## src/hdl/necir_pkg.sv

```systemverilog
package necir_pkg;

   // field widths
   localparam int TICK_W = 15;
   localparam int DIV_W  = 8;
   localparam int US_W   = 20;
   localparam int IDX_W  = 6;
   localparam int BYTE_W = 8;

   // divider retires two quotient bits per step
   localparam int DIV_STEPS = US_W / 2;
   localparam int STEP_W    = $clog2(DIV_STEPS + 1);

   localparam logic [DIV_W-1:0] TICKS_RESET = DIV_W'(8);

   // pulse timing in microseconds
   localparam logic [US_W-1:0] LEADER_MARK_US  = US_W'(9000);
   localparam logic [US_W-1:0] LEADER_SPACE_US = US_W'(4500);
   localparam logic [US_W-1:0] LEADER_TOL_US   = US_W'(200);
   localparam logic [US_W-1:0] BIT_MARK_US     = US_W'(560);
   localparam logic [US_W-1:0] ZERO_SPACE_US   = US_W'(560);
   localparam logic [US_W-1:0] ONE_SPACE_US    = US_W'(1690);
   localparam logic [US_W-1:0] BIT_TOL_US      = US_W'(100);

   // byte boundaries within the frame
   localparam logic [IDX_W-1:0] IDX_ADDR     = IDX_W'(8);
   localparam logic [IDX_W-1:0] IDX_ADDR_INV = IDX_W'(16);
   localparam logic [IDX_W-1:0] IDX_CMD      = IDX_W'(24);
   localparam logic [IDX_W-1:0] IDX_CMD_INV  = IDX_W'(32);
   localparam logic [IDX_W-1:0] IDX_MAX      = IDX_W'(63);

   // result status codes
   localparam logic [1:0] STATUS_OK         = 2'd0;
   localparam logic [1:0] STATUS_BAD_LEADER = 2'd1;
   localparam logic [1:0] STATUS_MISMATCH   = 2'd2;

   typedef struct packed {
      logic [TICK_W-1:0] low_ticks;
      logic [TICK_W-1:0] high_ticks;
      logic              last_item;
   } req_type;

   typedef struct packed {
      logic              frame_valid;
      logic [1:0]        status;
      logic [BYTE_W-1:0] address;
      logic [BYTE_W-1:0] command;
   } rsp_type;

   // one converted pulse pair handed to the frame tracker
   typedef struct packed {
      logic            update;
      logic            last_item;
      logic [US_W-1:0] mark_us;
      logic [US_W-1:0] space_us;
   } pair_type;

   typedef enum logic [1:0] {
      ST_IDLE,
      ST_MARK,
      ST_SPACE,
      ST_UPDATE
   } seq_state_type;

endpackage

```

## src/hdl/necir_div.sv

```systemverilog
module necir_div (
   input  logic                               clock,
   input  logic                               reset,
   input  logic                               start,
   input  logic [necir_pkg::US_W-1:0]         dividend,
   input  logic [necir_pkg::DIV_W-1:0]        divisor,
   output logic                               done,
   output logic [necir_pkg::US_W-1:0]         quotient
);

   localparam int US_W   = necir_pkg::US_W;
   localparam int DIV_W  = necir_pkg::DIV_W;
   localparam int STEP_W = necir_pkg::STEP_W;

   logic [DIV_W-1:0]  den_ff, den_in;
   logic [DIV_W-1:0]  rem_ff, rem_in;
   logic [US_W-1:0]   quo_ff, quo_in;
   logic [STEP_W-1:0] cnt_ff, cnt_in;
   logic              done_ff, done_in;

   logic [DIV_W:0]    den_ext;
   logic [DIV_W:0]    part1, part2, sub1, sub2;
   logic              ge1, ge2;
   logic [DIV_W-1:0]  rem1;

   // two restoring steps per cycle
   always_comb begin
      den_ext = {1'b0, den_ff};
      part1   = {rem_ff, quo_ff[US_W-1]};
      ge1     = (part1 >= den_ext);
      sub1    = ge1 ? (part1 - den_ext) : part1;
      rem1    = sub1[DIV_W-1:0];
      part2   = {rem1, quo_ff[US_W-2]};
      ge2     = (part2 >= den_ext);
      sub2    = ge2 ? (part2 - den_ext) : part2;
   end

   // operand load and step control
   always_comb begin
      den_in  = den_ff;
      rem_in  = rem_ff;
      quo_in  = quo_ff;
      cnt_in  = cnt_ff;
      done_in = 1'b0;
      if (start) begin
         den_in = (divisor == '0) ? DIV_W'(1) : divisor;
         rem_in = '0;
         quo_in = dividend;
         cnt_in = STEP_W'(necir_pkg::DIV_STEPS);
      end else if (cnt_ff != '0) begin
         rem_in  = sub2[DIV_W-1:0];
         quo_in  = {quo_ff[US_W-3:0], ge1, ge2};
         cnt_in  = cnt_ff - STEP_W'(1);
         done_in = (cnt_ff == STEP_W'(1));
      end
   end

   always_ff @(posedge clock) begin
      if (reset) begin
         cnt_ff  <= '0;
         done_ff <= 1'b0;
      end else begin
         cnt_ff  <= cnt_in;
         done_ff <= done_in;
      end
      den_ff <= den_in;
      rem_ff <= rem_in;
      quo_ff <= quo_in;
   end

   assign done     = done_ff;
   assign quotient = quo_ff;

endmodule

```

## src/hdl/necir_frame.sv

```systemverilog
module necir_frame (
   input  logic                clock,
   input  logic                reset,
   input  necir_pkg::pair_type pair,
   output necir_pkg::rsp_type  result
);

   localparam int US_W   = necir_pkg::US_W;
   localparam int IDX_W  = necir_pkg::IDX_W;
   localparam int BYTE_W = necir_pkg::BYTE_W;

   logic [IDX_W-1:0]  idx_ff, idx_in;
   logic              leader_ff, leader_in;
   logic [2:0]        bits_ff, bits_in;
   logic [BYTE_W-1:0] shift_ff, shift_in;
   logic [BYTE_W-1:0] addr_ff, addr_in;
   logic [BYTE_W-1:0] addr_inv_ff, addr_inv_in;
   logic [BYTE_W-1:0] cmd_ff, cmd_in;
   logic [BYTE_W-1:0] cmd_inv_ff, cmd_inv_in;

   logic is_leader, is_zero, is_one;

   function automatic logic in_window(input logic [US_W-1:0] us,
                                      input logic [US_W-1:0] ref_us,
                                      input logic [US_W-1:0] tol_us);
      in_window = (us >= ref_us - tol_us) && (us <= ref_us + tol_us);
   endfunction

   // pair classification, a zero space always passes the space check
   always_comb begin
      is_leader = in_window(pair.mark_us, necir_pkg::LEADER_MARK_US,
                            necir_pkg::LEADER_TOL_US)
               && (pair.space_us == '0
                   || in_window(pair.space_us, necir_pkg::LEADER_SPACE_US,
                                necir_pkg::LEADER_TOL_US));
      is_zero   = in_window(pair.mark_us, necir_pkg::BIT_MARK_US, necir_pkg::BIT_TOL_US)
               && (pair.space_us == '0
                   || in_window(pair.space_us, necir_pkg::ZERO_SPACE_US,
                                necir_pkg::BIT_TOL_US));
      is_one    = in_window(pair.mark_us, necir_pkg::BIT_MARK_US, necir_pkg::BIT_TOL_US)
               && (pair.space_us == '0
                   || in_window(pair.space_us, necir_pkg::ONE_SPACE_US,
                                necir_pkg::BIT_TOL_US));
   end

   // next frame state for this pair
   always_comb begin
      leader_in   = leader_ff;
      bits_in     = bits_ff;
      shift_in    = shift_ff;
      addr_in     = addr_ff;
      addr_inv_in = addr_inv_ff;
      cmd_in      = cmd_ff;
      cmd_inv_in  = cmd_inv_ff;
      if (idx_ff == '0) begin
         leader_in = is_leader;
      end else if (leader_ff) begin
         if (is_zero) begin
            shift_in = {1'b0, shift_ff[BYTE_W-1:1]};
         end else if (is_one) begin
            shift_in = {1'b1, shift_ff[BYTE_W-1:1]};
         end
         if (bits_ff == 3'd7) begin
            bits_in = '0;
            if (idx_ff == necir_pkg::IDX_ADDR) begin
               addr_in = shift_in;
            end else if (idx_ff == necir_pkg::IDX_ADDR_INV) begin
               addr_inv_in = shift_in;
            end else if (idx_ff == necir_pkg::IDX_CMD) begin
               cmd_in = shift_in;
            end else if (idx_ff == necir_pkg::IDX_CMD_INV) begin
               cmd_inv_in = shift_in;
            end
            shift_in = '0;
         end else begin
            bits_in = bits_ff + 3'd1;
         end
      end
      idx_in = (idx_ff < necir_pkg::IDX_MAX) ? idx_ff + IDX_W'(1) : idx_ff;
   end

   // frame verdict from the updated bytes
   always_comb begin
      result = '0;
      if (!leader_in) begin
         result.status = necir_pkg::STATUS_BAD_LEADER;
      end else if (addr_in != ~addr_inv_in || cmd_in != ~cmd_inv_in) begin
         result.status = necir_pkg::STATUS_MISMATCH;
      end else begin
         result.frame_valid = 1'b1;
         result.status      = necir_pkg::STATUS_OK;
         result.address     = addr_in;
         result.command     = cmd_in;
      end
   end

   // frame state, cleared after the last pair
   always_ff @(posedge clock) begin
      if (reset || (pair.update && pair.last_item)) begin
         idx_ff      <= '0;
         leader_ff   <= 1'b0;
         bits_ff     <= '0;
         shift_ff    <= '0;
         addr_ff     <= '0;
         addr_inv_ff <= '0;
         cmd_ff      <= '0;
         cmd_inv_ff  <= '0;
      end else if (pair.update) begin
         idx_ff      <= idx_in;
         leader_ff   <= leader_in;
         bits_ff     <= bits_in;
         shift_ff    <= shift_in;
         addr_ff     <= addr_in;
         addr_inv_ff <= addr_inv_in;
         cmd_ff      <= cmd_in;
         cmd_inv_ff  <= cmd_inv_in;
      end
   end

endmodule

```

## src/hdl/nec_ir_frame_decoder_core.sv

```systemverilog
// channel   direction  handshake          beat
// req_      in         valid / stall      req_type: low_ticks, high_ticks, last_item
// rsp_      out        valid / stall      rsp_type: frame_valid, status, address, command
// csr_      in         valid / ready      ticks_per_ten_us, 8 bits
//
// one pulse pair holds req_stall high from accept until its update:
// two 10-step radix-4 divisions on the shared divider plus load and update.
// a result, on the last pair only, sits in rsp_data until taken; the next pair
// is accepted meanwhile, and a pair that ends the next frame waits at its
// update while that result is still held.
// synchronous reset returns the divisor to 8 and clears all frame state.
module nec_ir_frame_decoder_core (
   input  logic                               clock,
   input  logic                               reset,
   input  logic                               req_valid,
   output logic                               req_stall,
   input  necir_pkg::req_type                 req_data,
   output logic                               rsp_valid,
   input  logic                               rsp_stall,
   output necir_pkg::rsp_type                 rsp_data,
   input  logic                               csr_valid,
   output logic                               csr_ready,
   input  logic [necir_pkg::DIV_W-1:0]        csr_data
);

   localparam int US_W   = necir_pkg::US_W;
   localparam int TICK_W = necir_pkg::TICK_W;

   necir_pkg::seq_state_type state_ff, state_in;
   necir_pkg::req_type       req_ff;
   necir_pkg::rsp_type       rsp_ff;
   necir_pkg::rsp_type       result;
   necir_pkg::pair_type      pair;

   logic [necir_pkg::DIV_W-1:0] ticks_ff;
   logic [US_W-1:0]             mark_us_ff;
   logic                        rsp_valid_ff, rsp_valid_in;

   logic                        div_start;
   logic [TICK_W-1:0]           div_ticks;
   logic [US_W-1:0]             div_dividend;
   logic                        div_done;
   logic [US_W-1:0]             div_quotient;
   logic                        accept, rsp_free;

   assign accept   = req_valid && !req_stall;
   assign rsp_free = !rsp_valid_ff || !rsp_stall;

   // ticks times ten, widened for the divider
   assign div_dividend = US_W'({div_ticks, 3'b000}) + US_W'({div_ticks, 1'b0});

   necir_div u_div (
      .clock    (clock),
      .reset    (reset),
      .start    (div_start),
      .dividend (div_dividend),
      .divisor  (ticks_ff),
      .done     (div_done),
      .quotient (div_quotient)
   );

   necir_frame u_frame (
      .clock  (clock),
      .reset  (reset),
      .pair   (pair),
      .result (result)
   );

   // sequencer
   always_comb begin
      state_in        = state_ff;
      req_stall       = (state_ff != necir_pkg::ST_IDLE);
      div_start       = 1'b0;
      div_ticks       = req_data.low_ticks;
      pair.update     = 1'b0;
      pair.last_item  = req_ff.last_item;
      pair.mark_us    = mark_us_ff;
      pair.space_us   = div_quotient;
      rsp_valid_in    = rsp_valid_ff && rsp_stall;
      unique case (state_ff)
         necir_pkg::ST_IDLE: begin
            if (req_valid) begin
               div_start = 1'b1;
               state_in  = necir_pkg::ST_MARK;
            end
         end
         necir_pkg::ST_MARK: begin
            div_ticks = req_ff.high_ticks;
            if (div_done) begin
               div_start = 1'b1;
               state_in  = necir_pkg::ST_SPACE;
            end
         end
         necir_pkg::ST_SPACE: begin
            if (div_done) begin
               state_in = necir_pkg::ST_UPDATE;
            end
         end
         necir_pkg::ST_UPDATE: begin
            if (!req_ff.last_item || rsp_free) begin
               pair.update = 1'b1;
               state_in    = necir_pkg::ST_IDLE;
               if (req_ff.last_item) begin
                  rsp_valid_in = 1'b1;
               end
            end
         end
         default: begin
            state_in = necir_pkg::ST_IDLE;
         end
      endcase
   end

   // space quotient is held in the divider until the update
   always_ff @(posedge clock) begin
      if (reset) begin
         state_ff     <= necir_pkg::ST_IDLE;
         rsp_valid_ff <= 1'b0;
         ticks_ff     <= necir_pkg::TICKS_RESET;
      end else begin
         state_ff     <= state_in;
         rsp_valid_ff <= rsp_valid_in;
         if (csr_valid) begin
            ticks_ff <= csr_data;
         end
      end
      if (accept) begin
         req_ff <= req_data;
      end
      if (state_ff == necir_pkg::ST_MARK && div_done) begin
         mark_us_ff <= div_quotient;
      end
      if (pair.update && req_ff.last_item) begin
         rsp_ff <= result;
      end
   end

   assign csr_ready = 1'b1;
   assign rsp_valid = rsp_valid_ff;
   assign rsp_data  = rsp_ff;

endmodule

```

## config.mk

```make
export PLATFORM = sky130hd
export DESIGN_NAME = nec_ir_frame_decoder_core
export DESIGN_NICKNAME = d
export VERILOG_FILES = /design/src/hdl/necir_pkg.sv /design/src/hdl/necir_div.sv /design/src/hdl/necir_frame.sv /design/src/hdl/nec_ir_frame_decoder_core.sv
export SDC_FILE = /design/constraint.sdc
export NUM_CORES = 1
export LEC_CHECK = 0
export BUFFER_PORTS_ARGS = -buffer_cell sky130_fd_sc_hd__buf_2
export CAP_MARGIN = 20
export CELL_PAD_IN_SITES_DETAIL_PLACEMENT = 0
export CELL_PAD_IN_SITES_GLOBAL_PLACEMENT = 1
export CORE_MARGIN = 10
export CORE_UTILIZATION = 40
export DETAILED_ROUTE_END_ITERATION = 10
export PLACE_DENSITY = 0.66
export SYNTH_ARGS = -nofsm -noshare
export SYNTH_HDL_FRONTEND = slang
export SYNTH_SLANG_ARGS = --single-unit
```

## constraint.sdc

```tcl
create_clock -name clock -period 9.9 [get_ports clock]
set_clock_uncertainty 0.2 [all_clocks]
set_input_delay 1.98 -clock clock [delete_from_list [all_inputs] [get_ports clock]]
set_output_delay 1.98 -clock clock [all_outputs]
set_load 0.005 [all_outputs]
```

==> results of run 1 <==
[cell usage in the layout (no fill, tap or decap), types with 8 or more instances in the layout]
cell type  Yosys  layout
xor2_1        26      26
mux2_2        19      19
nand3_1        8       8
xnor2_1       26      26
nand2_1       64      64
edfxtp_1      83      83
nor4_1        11      10
mux2i_1       28      28
nor2_1       126     126
o21ai_0       30      30
inv_1         38      38
buf_2          6      64
nor3_1        32      31
nand4_1       11      11
a211oi_1      38      38
dfxtp_1       74      74
clkbuf_16      0      18
a21oi_1       58      57
nor2b_1       14      14
ha_1          37      37
o211a_1       12      12
buf_4          2      13
[critical path, delay by kind of cell, from the launching register on]
family          cells  cell delay (ns)
flops               1             0.42
compound gates     15             3.07
mux                 1             0.45
simple gates        4             0.99
buf+inv             3             0.47
fa+ha+maj           2             0.49
[power breakdown]
part | total [µW] | leakage, µW | internal, µW | switching [µW]
combinational | 1110 | 0.00201 | 483 | 632
sequential | 969 | 0.00135 | 859 | 110
clock | 619 | 0.000268 | 340 | 279
[Yosys cell counts, drive strengths merged (4+ instances only)]
master,n,area (µm²)
dfxtp,74,1481
or3,4,25.02
nor2b,14,87.58
inv,38,142.6
nor4,13,111.4
o211a,12,120.1
nor3,32,160.2
clkbuf,42,157.7
nand3,8,40.04
nand2,64,240.2
a21oi,59,299.0
a21o,6,45.04
o21ai,33,165.1
ha,37,462.9
o2111ai,4,47.55
xor2,26,227.7
a21boi,7,52.55
mux2i,29,294.0
nor2,127,484.2
or4,4,37.53
buf,11,71.31
o211ai,4,43.79
nand4,12,81.33
a211o,5,43.79
xnor2,26,227.7
and2,6,37.54
a211oi,38,285.3
mux2,20,225.2
edfxtp,83,2492
or2,5,31.28
nand2b,4,25.02
[how the worst min path moves through the flow]
stage,startpoint,to,slack [ns],cells past startpoint
after detailed placement,ticks_ff[3]$_SDFFE_PP1P_,u_div.den_ff[3]$_SDFFCE_PN0P_,0.26,0
after CTS,ticks_ff[3]$_SDFFE_PP1P_,u_div.den_ff[3]$_SDFFCE_PN0P_,0.27,0
after global routing,ticks_ff[1]$_SDFFE_PP0P_,u_div.den_ff[1]$_SDFFCE_PN0P_,0.30,0
after floorplan,u_div.quotient[5]$_DFFE_PP_,mark_us_ff[5]$_DFFE_PP_,0.22,0
final,ticks_ff[1]$_SDFFE_PP0P_,u_div.den_ff[1]$_SDFFCE_PN0P_,0.27,0
after global placement,ticks_ff[3]$_SDFFE_PP1P_,u_div.den_ff[3]$_SDFFCE_PN0P_,0.25,0
[cell type report]
cell class                      instances  area (µm²)  share of cell area
Timing Repair Buffer                   78       432.9             0.04409
Multi-Input combinational cell        646        4365              0.4446
Sequential cell                       157        3974              0.4047
Tap cell                              275       344.1             0.03505
Clock buffer                           18       450.4             0.04588
Clock inverter                         14       108.9             0.01109
Inverter                               38       142.6             0.01453
[kinds of logic after synthesis]
logic type / Yosys count / share of synthesized area
adders and majority gates: 40 / 0.06022
buffers and inverters: 91 / 0.04279
DFF: 157 / 0.4576
other: 1 / 0.0004318
xor gates and xnor gates: 52 / 0.05244
and+or+nand+nor: 304 / 0.1671
muxes: 49 / 0.05979
AOI/OAI and AO/OA: 200 / 0.1596
[metal layers]
layer  share of wire  vias to the layer above
met4          0.0072                        0
met1            0.47                     2973
met3           0.034                        8
met5               0                        -
met2            0.48                       75
li1                -                     3317
[registers in the layout (all words and copies together), names as in the netlist, 3 cells and up]
register and flops:
u_frame.bits_ff 3, u_frame.cmd_ff 8, u_frame.addr_inv_ff 8, req_ff 15, u_div.den_ff 8, u_frame.cmd_inv_ff 8
mark_us_ff 20, u_div.rem_ff 8, u_frame.idx_ff 6, ticks_ff 8, rsp_data 19, u_frame.addr_ff 8
u_div.quotient 20, u_frame.shift_ff 8, u_div.cnt_ff 4
[stage by stage]
step                utilization  worst slack, ns  instances  area, µm²  total power [µW]
floorplan                     -            4.386        894       8685              1828
global placement         0.4349            3.479       1191       9229              2087
detailed placement       0.4349            3.384       1191       9229              2093
CTS                      0.4613            3.353       1223       9788              2723
global route             0.4627            3.099       1226       9818              2945
finish                   0.4627            3.746       1226       9818              2702
==> qor.txt, run 1 <==
input/output buffers: 64
Final Hold Viols: 0
HPWL after DPL: 14370 µm
Mapped Cells: 894
Hold Crit Class: reg -> reg
hold buffer count at cts: 0
area grow syn2layout: 13.05%
critical path type: reg -> reg
post-route setup TNS: 0 ns
CTS tree: built
Initial DRC Count: 334
CTS Root Buffer Type: clkbuf_16
Synth cell types: 77
CTS clk-pin slew, worst paths: 0.06 ns
CP max FO: 14
GR Layer Usage met1: 0.1737
Reg2Reg Capture Point: u_div.rem_ff[1]$_SDFFE_PP0N_
Power Density: 275.2 mW/mm²
largest net degree at the start of global routing: 51
crit path DAT: 6.30 ns
RSZ-0062 raised after global routing: no
Chip Height: 167.4 µm
synthesized cell area: 0.008685 mm²
All-Layer GR Usage: 0.1399
status: finished clean
Avg WL per Cell: 15.90 µm
first-pass GRT wire length: 32640 µm
Final Cycle Share: 0.6216
antenna-violating nets left: 0
Relative slew margins: 0.3153
sequential share of the synthesized area: 0.4576
busiest grt layer: met2
antenna cells: 0
number of global-route vias before repair: 6392
Filler cells: 2081
Leakage: 0.003632 µW
Total Die Area: 0.02801 mm²
total grt overflow: 0
maxcap violations: 0
critical path launch point: u_div.den_ff[1]$_SDFFCE_PN0P_
met2 usage: 0.2360
CP max stage delay: 0.65 ns
CTS max path bufs: 2
crit path to: u_div.rem_ff[1]$_SDFFE_PP0N_
Syn Nets: 978
CTS Sinks: 157
Worst R2R Start: u_div.den_ff[1]$_SDFFCE_PN0P_
most frequent CP cell: o21ai_0
post-cts sizing count: 0
#FFs+latches synth: 157
layout cells sized above 1: 0.1598
clk_lat worst skew: 0.42 ns
yosys warns: 0
core area: 0.02122 mm²
Worst setup EP type: flop
total CTS buffers: 17
fmax: 162.5 MHz
Least-Margin Pin Slew: 1.027 ns
minimum clock period: 6.154 ns
syn avg cell area: 9.714 µm²
Post-synth EDFFs: 83
DRT Pass-1 Iters: 4
R2R Setup Slk: 3.75 ns
GRT met3 Usage: 0.03277
drc violations: 0
I/O pin count: 66
Avg Vias per Cell: 5.198
Post-CTS Setup Inserts: 0
Die W: 167.4 µm
vias: 6373
WL final: 19500 µm
Worst Path Required: 10.05 ns
initial antenna violation count: 0
starting density of the core: 0.4093
Slowest cell on crit path: nor2b_1
Async S/R FF share, synth: 0
maximum VDD drop: 0.1239 mV
Placer Congestion: 0.8189
fin. max-slew vios: 0
startpoint types: flop
number of cell rows: 53
hold slack: 0.2733 ns
Setup-failing EPs final: 0
worst r2r path cells: 25
Nets: 1022
H-tree Lvls: 4
dominant synthesized flop cell: edfxtp_1
Note: power is estimated with default switching activity, not from simulation.
==> run 2: changes to the inputs <==
--- a/config.mk
+++ b/config.mk
@@ -5,6 +5,7 @@
 export SDC_FILE = /design/constraint.sdc
 export NUM_CORES = 1
 export LEC_CHECK = 0
+export ABC_AREA = 1
 export BUFFER_PORTS_ARGS = -buffer_cell sky130_fd_sc_hd__buf_2
 export CAP_MARGIN = 20
 export CELL_PAD_IN_SITES_DETAIL_PLACEMENT = 0
@@ -12,7 +13,7 @@
 export CORE_MARGIN = 10
 export CORE_UTILIZATION = 40
 export DETAILED_ROUTE_END_ITERATION = 10
-export PLACE_DENSITY = 0.66
+export PLACE_DENSITY = 0.73
 export SYNTH_ARGS = -nofsm -noshare
 export SYNTH_HDL_FRONTEND = slang
 export SYNTH_SLANG_ARGS = --single-unit
==> constraint.sdc (replaced) <==
create_clock -name clock -period 5.5 [get_ports clock]
set_clock_uncertainty 0.2 [all_clocks]
set_input_delay 1.1 -clock clock [delete_from_list [all_inputs] [get_ports clock]]
set_output_delay 1.1 -clock clock [all_outputs]
set_load 0.005 [all_outputs]
==> qor.txt, run 2 <==
status: finished clean
Worst Path Required: 5.63 ns
Least-Margin Pin Slew: 0.9080 ns
first-pass GRT wire length: 37720 µm
maxcap violations: 0
area of the multi-input gates: 0.004511 mm²
H-tree Lvls: 4
Mapped Cells: 1270
initial antenna violation count: 0
I/O pin count: 66
dominant synthesized flop cell: edfxtp_1
Post-CTS Setup Inserts: 0
yosys warns: 0
sequential share of the synthesized area: 0.4261
CTS max path bufs: 2
biggest area consumer among synthesized cells: edfxtp_1
Worst setup EP type: flop
commonest non-fill, non-tap cell in the layout: nand2_1
CTS Root Buffer Type: clkbuf_16
Total Die Area: 0.02982 mm²
Initial DRC Count: 409
synthesized cell area: 0.009326 mm²
Avg WL per Cell: 13.63 µm
Relative slew margins: 0.3932
Filler cells: 2309
post-route setup TNS: 0 ns
maximum VDD drop: 0.2222 mV
layout cells sized above 1: 0.1169
Placer Congestion: 0.8088
Setup-failing EPs final: 0
CTS Sinks: 157
Syn Nets: 1354
crit path DAT: 4.94 ns
fmax: 207.7 MHz
antenna-violating nets left: 0
starting density of the core: 0.4094
core area: 0.02278 mm²
Die W: 172.7 µm
post-cts sizing count: 0
CTS tree: built
Post-synth EDFFs: 83
minimum clock period: 4.814 ns
sequential cell area: 0.003974 mm²
Avg Vias per Cell: 4.774
Hold Crit Class: reg -> reg
Final Cycle Share: 0.8753
Chip Height: 172.7 µm
total CTS buffers: 17
drc violations: 0
WL final: 22470 µm
CP max FO: 15
vias: 7868
Nets: 1406
hold path depth: 0
total grt overflow: 0
largest net degree at the start of global routing: 48
startpoint types: flop
share of the synthesized area in the top cell type: 0.2672
fin. max-slew vios: 0
antenna cells: 0
most frequent cells in the layout: nand2_1 (375), inv_1 (171), nor2_1 (94), nand3_1 (85), edfxtp_1 (83)
HPWL after DPL: 16830 µm
Power Density: 502.8 mW/mm²
Util after Layout: 0.4631
DRT Pass-1 Iters: 5
number of global-route vias before repair: 7731
critical path type: reg -> reg
largest cells by area after synthesis: edfxtp_1 (27%), dfxtp_1 (16%), nand2_1 (15%)
worst r2r path cells: 25
area grow syn2layout: 13.09%
clk_lat worst skew: 0.43 ns
design area: 0.01055 mm²
CTS clk-pin slew, worst paths: 0.07 ns
number of cell rows: 55
hold buffer count at cts: 0
Synth cell types: 52
Async S/R FF share, synth: 0
DP Area: 0.009932 mm²
Final Hold Viols: 0
syn avg cell area: 7.344 µm²
Leakage: 0.004893 µW
commonest cells in the netlist: nand2_1 (375), inv_1 (171), nor2_1 (94)
input/output buffers: 64
All-Layer GR Usage: 0.1508
RSZ-0062 raised after global routing: no
cell with the most instances after synthesis: nand2_1
#FFs+latches synth: 157
[run 2: changes by cell type in the layout (fill, tap and decap cells not counted), moves of 32 or more]
cell      before  now
a211oi_1      38    2
nand2_1       64  375
o21ai_0       30   81
inv_1         38  171
nand3_1        8   85
nor2_1       126   94
[run 2: layout make-up]
cell class,instances,share of cell area
clock inverter,14,0.01673
inverter,182,0.06477
sequential,157,0.3768
tap,313,0.03713
multi-input combinational,893,0.4276
timing repair buffer,71,0.03535
clock buffer,18,0.04164
[run 2: kinds of logic after synthesis]
| kind of cell | Yosys count | share of synthesized area |
|---|---|---|
| simple gates | 641 | 0.2970 |
| buf+inv | 220 | 0.09069 |
| compound gates | 196 | 0.1156 |
| flops | 157 | 0.4261 |
| fa+ha+maj | 40 | 0.05608 |
| xor+xnor | 15 | 0.01409 |
| other cells | 1 | 0.0004021 |
[run 2: critical path, stage by stage (launching register included)]
cell and delay [ns]:
edfxtp_1 0.37, inv_1 0.09, ha_1 0.29, a21oi_1 0.20, o21ai_0 0.09, a21oi_1 0.22, o21ai_0 0.12, a21oi_1 0.19
inv_1 0.06, nand2_1 0.08, nand2_1 0.26, o21ai_1 0.37, inv_1 0.11, ha_1 0.31, nand2_1 0.05, o21ai_0 0.26
a21oi_1 0.11, o21bai_1 0.21, nand2_1 0.07, nand2_1 0.06, a21o_1 0.13, nand2_1 0.05, nand3_1 0.39, inv_1 0.15
o211ai_1 0.20, nand2_1 0.06
[run 2: worst paths after layout]
path / startpoint / to / slack, ns
min reg2reg: ticks_ff[2]$_SDFFE_PP0P_ / u_div.den_ff[2]$_SDFFCE_PN0P_ / 0.23
max: u_div.den_ff[2]$_SDFFCE_PN0P_ / u_div.rem_ff[3]$_SDFFE_PP0N_ / 0.69
min: ticks_ff[2]$_SDFFE_PP0P_ / u_div.den_ff[2]$_SDFFCE_PN0P_ / 0.23
max reg2reg: u_div.den_ff[2]$_SDFFCE_PN0P_ / u_div.rem_ff[3]$_SDFFE_PP0N_ / 0.69
[run 2: routing by layer]
metal  vias to the layer above  global-route usage  share of wire
met1                      3447              0.1900           0.48
met3                        20             0.03202          0.044
met4                         0             0.04312          0.012
li1                       4269                   -              -
met2                       132              0.2544           0.47
met5                         -                   0              0
[run 2: per-stage QoR]
step	setup slack [ns]	std cells	total power (µW)	hold WS, ns
after floorplan	1.459	1270	3574	0.2200
after global placement	0.7131	1616	4093	0.2148
after detailed placement	0.5706	1616	4100	0.2158
after CTS	0.4817	1648	5355	0.2339
after global routing	0.1455	1648	5806	0.2527
final	0.6861	1648	5303	0.2335
[run 2: report_power, final]
| part | switching [µW] | internal, µW |
|---|---|---|
| registers | 189 | 1590 |
| clock network | 535 | 701 |
| logic | 1450 | 843 |
| total | 2170 | 3130 |
